File: src/hdl/bmsa_pkg.sv
// ---------------------------------------------------------------------------
// bmsa_pkg
// Shared constants, codes and the stack selection record.
// ---------------------------------------------------------------------------
package bmsa_pkg;

  // Default geometry.
  localparam int NUM_STACKS_DEF = 16;
  localparam int MAX_DEPTH_DEF  = 16;
  localparam int VALUE_BITS_DEF = 32;

  // Widest stack number and slot number over the legal parameter ranges.
  localparam int STACK_BITS = 8;
  localparam int SLOT_BITS  = 10;

  // Reset value of the capacity register.
  localparam logic [4:0] CAPACITY_RESET = 5'd16;

  // Request command codes.
  localparam logic [1:0] CMD_PUSH   = 2'd0;
  localparam logic [1:0] CMD_POP    = 2'd1;
  localparam logic [1:0] CMD_POP_AT = 2'd2;

  // Result status codes.
  localparam logic [1:0] STATUS_OK    = 2'd0;
  localparam logic [1:0] STATUS_EMPTY = 2'd1;
  localparam logic [1:0] STATUS_FULL  = 2'd2;

  // Outcome of the stack selection for one request.
  typedef struct packed {
    logic                  hit;
    logic [STACK_BITS-1:0] stack;
    logic [SLOT_BITS-1:0]  slot;
  } sel_t;

endpackage

File: src/hdl/bmsa_fill_ctrl.sv
// ---------------------------------------------------------------------------
// bmsa_fill_ctrl
// Per-stack fill counts, full and non-empty flags, and stack selection.
// ---------------------------------------------------------------------------
module bmsa_fill_ctrl #(
  parameter int NUM_STACKS = bmsa_pkg::NUM_STACKS_DEF,
  parameter int MAX_DEPTH  = bmsa_pkg::MAX_DEPTH_DEF
) (
  input  logic             clk,
  input  logic             rst,
  input  logic             accept,
  input  logic [1:0]       command,
  input  logic [7:0]       stack_index,
  input  logic [4:0]       capacity,
  output bmsa_pkg::sel_t   sel
);

  localparam int SW = (NUM_STACKS > 1) ? $clog2(NUM_STACKS) : 1;
  localparam int FW = $clog2(MAX_DEPTH + 1);
  localparam int CW = (FW > 5) ? FW : 5;

  logic [FW-1:0]         fill [NUM_STACKS];
  logic [NUM_STACKS-1:0] not_full;
  logic [NUM_STACKS-1:0] not_empty;
  logic [CW-1:0]         cap_ext;
  logic [CW-1:0]         cap_eff;
  logic [SW-1:0]         push_stack;
  logic                  push_found;
  logic [SW-1:0]         pop_stack;
  logic                  pop_found;
  logic                  at_in_range;
  logic [SW-1:0]         sel_stack;
  logic                  sel_hit;
  logic [FW-1:0]         sel_fill;
  logic [FW-1:0]         sel_slot;

  // Capacity in use: zero counts as one, large values saturate at the depth.
  assign cap_ext = CW'(capacity);
  always_comb begin
    if (capacity == 5'd0) begin
      cap_eff = CW'(1);
    end else if (cap_ext > CW'(MAX_DEPTH)) begin
      cap_eff = CW'(MAX_DEPTH);
    end else begin
      cap_eff = cap_ext;
    end
  end

  // Per-stack flags. A stack at or above the capacity counts as full.
  always_comb begin
    for (int i = 0; i < NUM_STACKS; i++) begin
      not_full[i]  = CW'(fill[i]) < cap_eff;
      not_empty[i] = fill[i] != '0;
    end
  end

  // Leftmost stack with room: scan downward so the lowest index wins.
  always_comb begin
    push_stack = '0;
    push_found = 1'b0;
    for (int i = NUM_STACKS - 1; i >= 0; i--) begin
      if (not_full[i]) begin
        push_stack = SW'(i);
        push_found = 1'b1;
      end
    end
  end

  // Rightmost non-empty stack: scan upward so the highest index wins.
  always_comb begin
    pop_stack = '0;
    pop_found = 1'b0;
    for (int i = 0; i < NUM_STACKS; i++) begin
      if (not_empty[i]) begin
        pop_stack = SW'(i);
        pop_found = 1'b1;
      end
    end
  end

  assign at_in_range = 32'(stack_index) < 32'(NUM_STACKS);

  // Pick the stack the request works on.
  always_comb begin
    sel_stack = '0;
    sel_hit   = 1'b0;
    case (command)
      bmsa_pkg::CMD_PUSH: begin
        sel_stack = push_stack;
        sel_hit   = push_found;
      end
      bmsa_pkg::CMD_POP: begin
        sel_stack = pop_stack;
        sel_hit   = pop_found;
      end
      bmsa_pkg::CMD_POP_AT: begin
        if (at_in_range) begin
          sel_stack = stack_index[SW-1:0];
          sel_hit   = not_empty[stack_index[SW-1:0]];
        end
      end
      default: begin
        sel_stack = '0;
        sel_hit   = 1'b0;
      end
    endcase
  end

  // Slot touched: the free slot for a push, the top slot for a pop.
  assign sel_fill = fill[sel_stack];
  assign sel_slot = (command == bmsa_pkg::CMD_PUSH) ? sel_fill : sel_fill - FW'(1);

  assign sel.hit   = sel_hit;
  assign sel.stack = bmsa_pkg::STACK_BITS'(sel_stack);
  assign sel.slot  = bmsa_pkg::SLOT_BITS'(sel_slot);

  // Fill count update on an accepted request that found its stack.
  always_ff @(posedge clk) begin
    if (rst) begin
      for (int i = 0; i < NUM_STACKS; i++) begin
        fill[i] <= '0;
      end
    end else if (accept && sel_hit) begin
      if (command == bmsa_pkg::CMD_PUSH) begin
        fill[sel_stack] <= sel_fill + FW'(1);
      end else begin
        fill[sel_stack] <= sel_slot;
      end
    end
  end

endmodule

File: config.mk
export PLATFORM = sky130hd
export DESIGN_NAME = bmsa_fill_ctrl
export DESIGN_NICKNAME = d
export VERILOG_FILES = /design/src/hdl/bmsa_pkg.sv /design/src/hdl/bmsa_fill_ctrl.sv
export SDC_FILE = /design/constraint.sdc
export NUM_CORES = 1
export LEC_CHECK = 0
export ABC_AREA = 1
export BUFFER_PORTS_ARGS = -buffer_cell sky130_fd_sc_hd__clkbuf_2
export CAP_MARGIN = 20
export CELL_PAD_IN_SITES_DETAIL_PLACEMENT = 0
export CELL_PAD_IN_SITES_GLOBAL_PLACEMENT = 1
export CORE_MARGIN = 3
export CORE_UTILIZATION = 42
export CTS_CLUSTER_DIAMETER = 200
export DETAILED_ROUTE_END_ITERATION = 8
export PLACE_DENSITY_LB_ADDON = 0.1
export REMOVE_ABC_BUFFERS = 1
export SETUP_SLACK_MARGIN = 0.4
export SLEW_MARGIN = 20
export SYNTH_ARGS = -nofsm -noshare
export SYNTH_HDL_FRONTEND = slang
export SYNTH_SLANG_ARGS = --single-unit
export TNS_END_PERCENT = 5
File: constraint.sdc
create_clock -name clk -period 4.6 [get_ports clk]
set_input_delay 0.46 -clock clk [delete_from_list [all_inputs] [get_ports clk]]
set_output_delay 0.46 -clock clk [all_outputs]
set_load 0.03 [all_outputs]
==> summary.md, run 1 <==
| Metric | Value |
|---|---|
| Result of the run | finished, violations left |
| Violated checks | setup timing |
| Area delta synth->final | 29.0% |
| Worst hold margin | approximately 930 ps |
| Rel. slew slack | 0.392 |
| GR Util All Layers | 0.263 |
| Startpoint Class | primary input |
| Post-synth EDFFs | 80 |
| Register area | 2400 um2 |
| First-pass GRT wire length | around 36 mm |
| Maximum number of pins on one net before global-route repair | 24 |
| N_diodes | 0 |
| Initial antenna violation count | 0 |
| Worst path required time | between 4000 and 5000 ps |
| Most frequent cell on the critical path | nand2_1 |
| Final setup viols | 19 |
| Ratio of cells with drive above 1 in the final layout | 0.245 |
| Worst-margin pin slew | a little over 900 ps |
| Final Cycle Share | 1.02 |
| Synth area leader | edfxtp_1 |
| Syn avg cell area | ~7.4 um2 |
| Top flop regs | fill: 80 flops |
| WL final | between 20 and 25 mm |
| Clock Sinks | 80 |
| Critical setup path kind | primary input to output pin |
| Post-layout util | 0.562 |
| Max IR drop VDD | between 0.00015 and 0.0002 V |
| Fmax achieved | roughly 0.21 GHz |
| Post-synth top area share | 0.358 |
| Multi-input logic area | 4190 um2 |
| Setup slack after layout | -114 ps |
| CTS HTree Levels | 3 |
| Number of I/O pins | 37 |
| Grt ovf | 0 |
| Iteration-0 DRC Markers | slightly below 500 |
| Number of hold violations in the final report | 0 |
| Die X | roughly 130 um |
| Leakage | 3.94 nW |
| Synth Warn # | 0 |
| Crit Path Max Fanout | 8 |
| Post-Layout Cell Count | 1239 |
| CTS tree | yes |
| Via count of the first global-routing pass | 6628 |
| Layout fillers | around 1500 |
| Power Density | ~290 nW/um2 |
| CP endpoint kind | output pin |
| I/O Buffers | 27 |
| Mean number of vias per cell | 5.38 |
| Die Footprint | 17600 um2 |
| RSZ-0062 raised after global routing | yes |
| DRC Markers | 0 |
| Cell with the most instances after synthesis | nand2_1 |
| HP Class | primary input to register |
| Mapped Cells | 903 |
| Site Rows | 45 |
| Synthesized area | around 6700 um2 |
| Clock-pin slew on the worst setup and hold paths | 60 ps |
| Routed Antenna Nets | 0 |
| Initial Util | 0.436 |
| Post-DP HPWL | around 18 mm |
| Commonest cells in the netlist | nand2_1 (293), nor2_1 (135), edfxtp_1 (80) |
| Post-synthesis sequential area ratio | 0.358 |
| Primary FF master, synth | edfxtp_1 |
| CP max stage cell | ha_4 |
| Fin crit period | approximately 4700 ps |
| Asr flop ratio synth | 0 |
| Placed Cells | 1196 |
| Root Driver | clkbuf_16 |
| Reg with most FFs | fill |
| Clock Latency Late Sink | between 300 and 400 ps |
| Gpl congestion | 0.949 |
| Final Slew Violations | 0 |
| CTS buffer count | 9 |
| Core Region | around 15000 um2 |
| CP arrival | between 4000 and 5000 ps |
| Setup_tns | -1500 ps |
| Seq cells post-synth | 80 |
| Worst-case clock buffer depth | 2 |
| Max FFs per register | 80 |
| Post-DR wirelength/cell | ~19 um |
| Slowest stage delay, CP | 270 ps |
| Worst Skew | between 7 and 8 ps |
| Final #Nets | 1108 |
| DIE HEIGHT | around 130 um |
| Yosys cell types | 45 |
| Drt first pass iters | 5 |
| Top cells by area, synth | edfxtp_1 (36%), nand2_1 (16%), ha_1 (12%) |
| Vias | about 6700 |
| Max cap viols | 0 |
[report_power, final]
part / leakage [nW] / internal (W) / switching (W)
sequential: 0.826 / 0.000831 / 0.0000282
clock: 0.145 / 0.000464 / 0.000277
combinational: 2.96 / 0.000373 / 0.000547
[worst paths after layout]
kind	slack (ps)	start	cells past startpoint	endpoint
max reg2reg	-50	fill[14][4]	45	fill[1][4]
min	930	rst	7	fill[15][4]
min reg2reg	1230	fill[2][0]	8	fill[15][0]
max	-110	capacity[2]	43	sel[4]
[routing by layer]
layer / vias up / wire, um / track usage
li1: 3214 / - / -
met1: 3194 / 10100 / 0.351
met2: 204 / 10900 / 0.437
met3: 48 / 1330 / 0.0411
met4: 0 / 755 / 0.0883
met5: - / 0 / 0
[what timing repair did]
| item | 4_1_cts | 5_1_grt |
|---|---|---|
| hold buffers | 0 | 0 |
| buffers inserted | 24 | 3 |
| endpoints found under the setup margin | 69 | 163 |
| pin swaps | 42 | 41 |
| resized for setup | 69 | 59 |
| gates cloned | 1 | 0 |
[critical path, delay by kind of cell]
kind	cells	cell delay (ps)
buf+inv	6	540
simple gates	33	2560
fa+ha+maj	2	390
compound gates	2	280
[logic make-up (layout without fill, tap and decap cells)]
kind of cell	Yosys count	in the layout	share of synthesized area
AOI/OAI and AO/OA	99	99	0.0886
xor gates and xnor gates	2	2	0.00261
adders and majority gates	66	66	0.123
buffers and inverters	111	228	0.0803
DFF	80	80	0.358
other	1	9	0.000558
and+or+nand+nor	544	544	0.347
[final cells by class]
class                      count  area share
clock buffer                   9      0.0260
clock inverter                 6     0.00866
timing repair buffer         134       0.139
tap                          211      0.0305
multi-input combinational    720       0.483
inverter                      79      0.0354
sequential                    80       0.277
[cell usage in the layout, fill, tap and decap left out, types with 3 or more instances in the layout]
cell and n:
ha_1 60, o21ai_2 4, and3_1 7, edfxtp_1 80, nor3_1 12, ha_4 6
nand3b_1 5, nor2_1 124, clkinv_1 5, clkbuf_2 19, nand3_1 45, nand4_1 6
inv_1 64, o211ai_1 11, a21oi_2 3, buf_6 13, clkbuf_16 9, inv_2 12
buf_12 11, conb_1 9, clkbuf_8 3, nor2_2 9, and2_1 7, nand2_1 263
nor2_4 21, nand2_2 26, o21ai_1 14, a21oi_4 3, o21ai_0 19, buf_8 3
buf_4 83, nand2_4 10, a21oi_1 35
[stage by stage]
| step | cell area, um2 | total power [W] | setup WS, ps |
|---|---|---|---|
| final | 8670 | 0.00252 | -114 |
| after global routing | 8670 | 0.00263 | -411 |
| after CTS | 8410 | 0.00248 | -120 |
| after detailed placement | 7630 | 0.00163 | -358 |
| after global placement | 7630 | 0.00162 | -352 |
| after floorplan | 6510 | 0.00126 | -1040 |
(Power assumes the default switching activity.)
==> run 2: changes to the inputs <==
- SKIP_LAST_GASP: default -> 1
==> run 2 against run 1 <==
Against the previous run:
- the run still ends with setup timing left
- die area is the same
- clock power is essentially flat
- via count grew 0.36%
- utilization shrank 0.35 points
- cell count is the same
- count of clock-buffer cells in the layout is the same
- critical path type unchanged
- critical endpoint unchanged
- largest power group unchanged
- highest routed layer unchanged
==> summary.md, run 2 (same netlist as run 1, synthesis figures left out) <==
| Metric | Value |
|---|---|
| Result of the run | finished, violations left |
| Violated checks | setup timing |
| Most common cell after layout, fill and taps aside | nand2_1 |
| Critical setup path kind | primary input to output pin |
| Fin crit period | 4750 ps (+32.1 ps) |
| CTS tree | yes |
| Max IR drop VDD | 0.000190 V (about the same) |
| Ratio of cells with drive above 1 in the final layout | 0.241 (-0.00389) |
| GR Util All Layers | 0.262 (-0.000565) |
| CTS HTree Levels | 3 (unchanged) |
| Setup slack after layout | -146 ps (-32.1 ps) |
| Final setup viols | 19 (unchanged) |
| Site Rows | 45 (unchanged) |
| Power, Total | 0.00250 W (-0.86%) |
| Reg power frac | 0.344 (+0.003) |
| Root Driver | clkbuf_16 |
| Top flop regs | fill: 80 flops |
| R2R depth | 45 (unchanged) |
| Initial Util | 0.436 (unchanged) |
| Max FFs per register | 80 (unchanged) |
| Maximum number of pins on one net before global-route repair | 24 (unchanged) |
| Leakage | 3.92 nW (-0.46%) |
| Register area | 2400 um2 (unchanged) |
| Slowest stage delay, CP | 270 ps (about the same) |
| Setup_tns | -1810 ps (-303 ps) |
| Switching Share | 0.339 (+0.000654) |
| Clock-pin slew on the worst setup and hold paths | 60 ps (about the same) |
| Vias | 6684 (+0.36%) |
| Die Footprint | 17600 um2 (unchanged) |
| CP max stage cell | ha_4 |
| Final Slew Violations | 0 (unchanged) |
| Rel. slew slack | 0.390 (-0.00268) |
| Worst-margin pin slew | 910 ps (+3.99 ps) |
| Most frequent cell on the critical path | nand2_1 |
| Core Region | 15400 um2 (unchanged) |
| Worst path required time | 4140 ps (about the same) |
| Combinational power share | 0.359 (-0.006) |
| N_diodes | 0 (unchanged) |
| Initial antenna violation count | 0 (unchanged) |
| Mean number of vias per cell | 5.39 (+0.36%) |
| Net Switching | 0.000847 W (-0.67%) |
| Clock share of power | 0.298 (+0.004) |
| First-pass GRT wire length | 35.5 mm (-0.21%) |
| Routed Antenna Nets | 0 (unchanged) |
| RSZ-0062 raised after global routing | yes |
| Post-DP HPWL | 17.5 mm (unchanged) |
| Post-DR wirelength/cell | 18.7 um (about the same) |
| Clock Latency Late Sink | 350 ps (about the same) |
| Number of hold violations in the final report | 0 (unchanged) |
| Final #Nets | 1108 (unchanged) |
| HP Class | primary input to register |
| Power Density | 290 nW/um2 (-0.24%) |
| Fmax achieved | 0.211 GHz (-0.68%) |
| Clock Sinks | 80 (unchanged) |
| Post-layout util | 0.558 (-0.00349) |
| Drt first pass iters | 5 (unchanged) |
| Worst-case clock buffer depth | 2 (unchanged) |
| Die X | 132 um (unchanged) |
| Finished Cell Area | 8610 um2 (-0.62%) |
| Startpoint Class | primary input |
| CTS buffer count | 9 (unchanged) |
| WHS Path Cells | 7 (unchanged) |
| Internal power | 0.00165 W (-0.96%) |
| Multi-input logic area | 4160 um2 (-0.75%) |
| Final Cycle Share | 1.03 (+0.00699) |
| CP arrival | 4290 ps (+40 ps) |
| Worst Skew | 7.60 ps (+0.364 ps) |
| Via count of the first global-routing pass | 6628 (unchanged) |
| CP endpoint kind | output pin |
| Layout fillers | 1509 (+0.53%) |
| Grt ovf | 0 (unchanged) |
| Commonest non-fill, non-tap cells in the layout | nand2_1 (266), nor2_1 (124), buf_4 (86), edfxtp_1 (80), inv_1 (64) |
| Reg with most FFs | fill |
| DIE HEIGHT | 132 um (unchanged) |
| I/O Buffers | 27 (unchanged) |
| Crit Path Max Fanout | 8 (unchanged) |
| WL final | 23.2 mm (about the same) |
| Gpl congestion | 0.949 (unchanged) |
| Max cap viols | 0 (unchanged) |
| Number of I/O pins | 37 (unchanged) |
| Placed Area | 7630 um2 (unchanged) |
| Iteration-0 DRC Markers | 527 (+8.2%) |
| DRC Markers | 0 (unchanged) |
| Area delta synth->final | 28.2% |
==> run 2: worst paths after layout <==
path | start | slack, ps | to
worst max-delay path | capacity[2] | -150 | sel[4]
worst min-delay path | rst | 910 | fill[15][4]
worst min register to register | fill[2][0] | 1230 | fill[15][0]
worst max register to register | fill[14][4] | -50 | fill[2][4]
==> run 2: area by class of cell <==
type | instances | share of cell area
Multi-Input combinational cell | 720 | 0.483
Sequential cell | 80 | 0.279
Timing Repair Buffer | 134 | 0.137
Inverter | 79 | 0.0356
Tap cell | 211 | 0.0307
Clock buffer | 9 | 0.0261
Clock inverter | 6 | 0.00872
==> run 2: critical path: cells and delay by family <==
kind            cells  cell delay (ps)
simple gates       33             2580
compound gates      2              280
buf+inv             6              560
fa+ha+maj           2              390
==> run 2: routing by layer <==
layer	global-route usage	wire length [um]	vias up
li1	-	-	3216
met1	0.351	10100	3191
met2	0.435	10900	225
met3	0.0414	1350	52
met4	0.0883	785	0
met5	0	0	-
==> run 2: timing repair <==
action,4_1_cts,5_1_grt
pin swaps,34,36
gates resized for setup,57,59
endpoints found under the setup margin,69,163
setup buffers,24,3
gates cloned,1,0
hold buffers,0,0
==> run 2: power groups by stage <==
stage	Clock [W]	Combinational (W)	Sequential [W]
after global placement	0	0.000749	0.000871
final	0.000744	0.000897	0.000859
after global routing	0.000780	0.000966	0.000862
after floorplan	0	0.000398	0.000861
after CTS	0.000749	0.000848	0.000857
after detailed placement	0	0.000761	0.000872
==> run 2: metrics by stage <==
step                worst slack, ps  cells  hold slack (ps)
finish                         -146   1239              907
global route                   -423   1239              938
CTS                            -120   1236              902
detailed placement             -358   1196             1240
global placement               -352   1196             1240
floorplan                     -1040    879              987
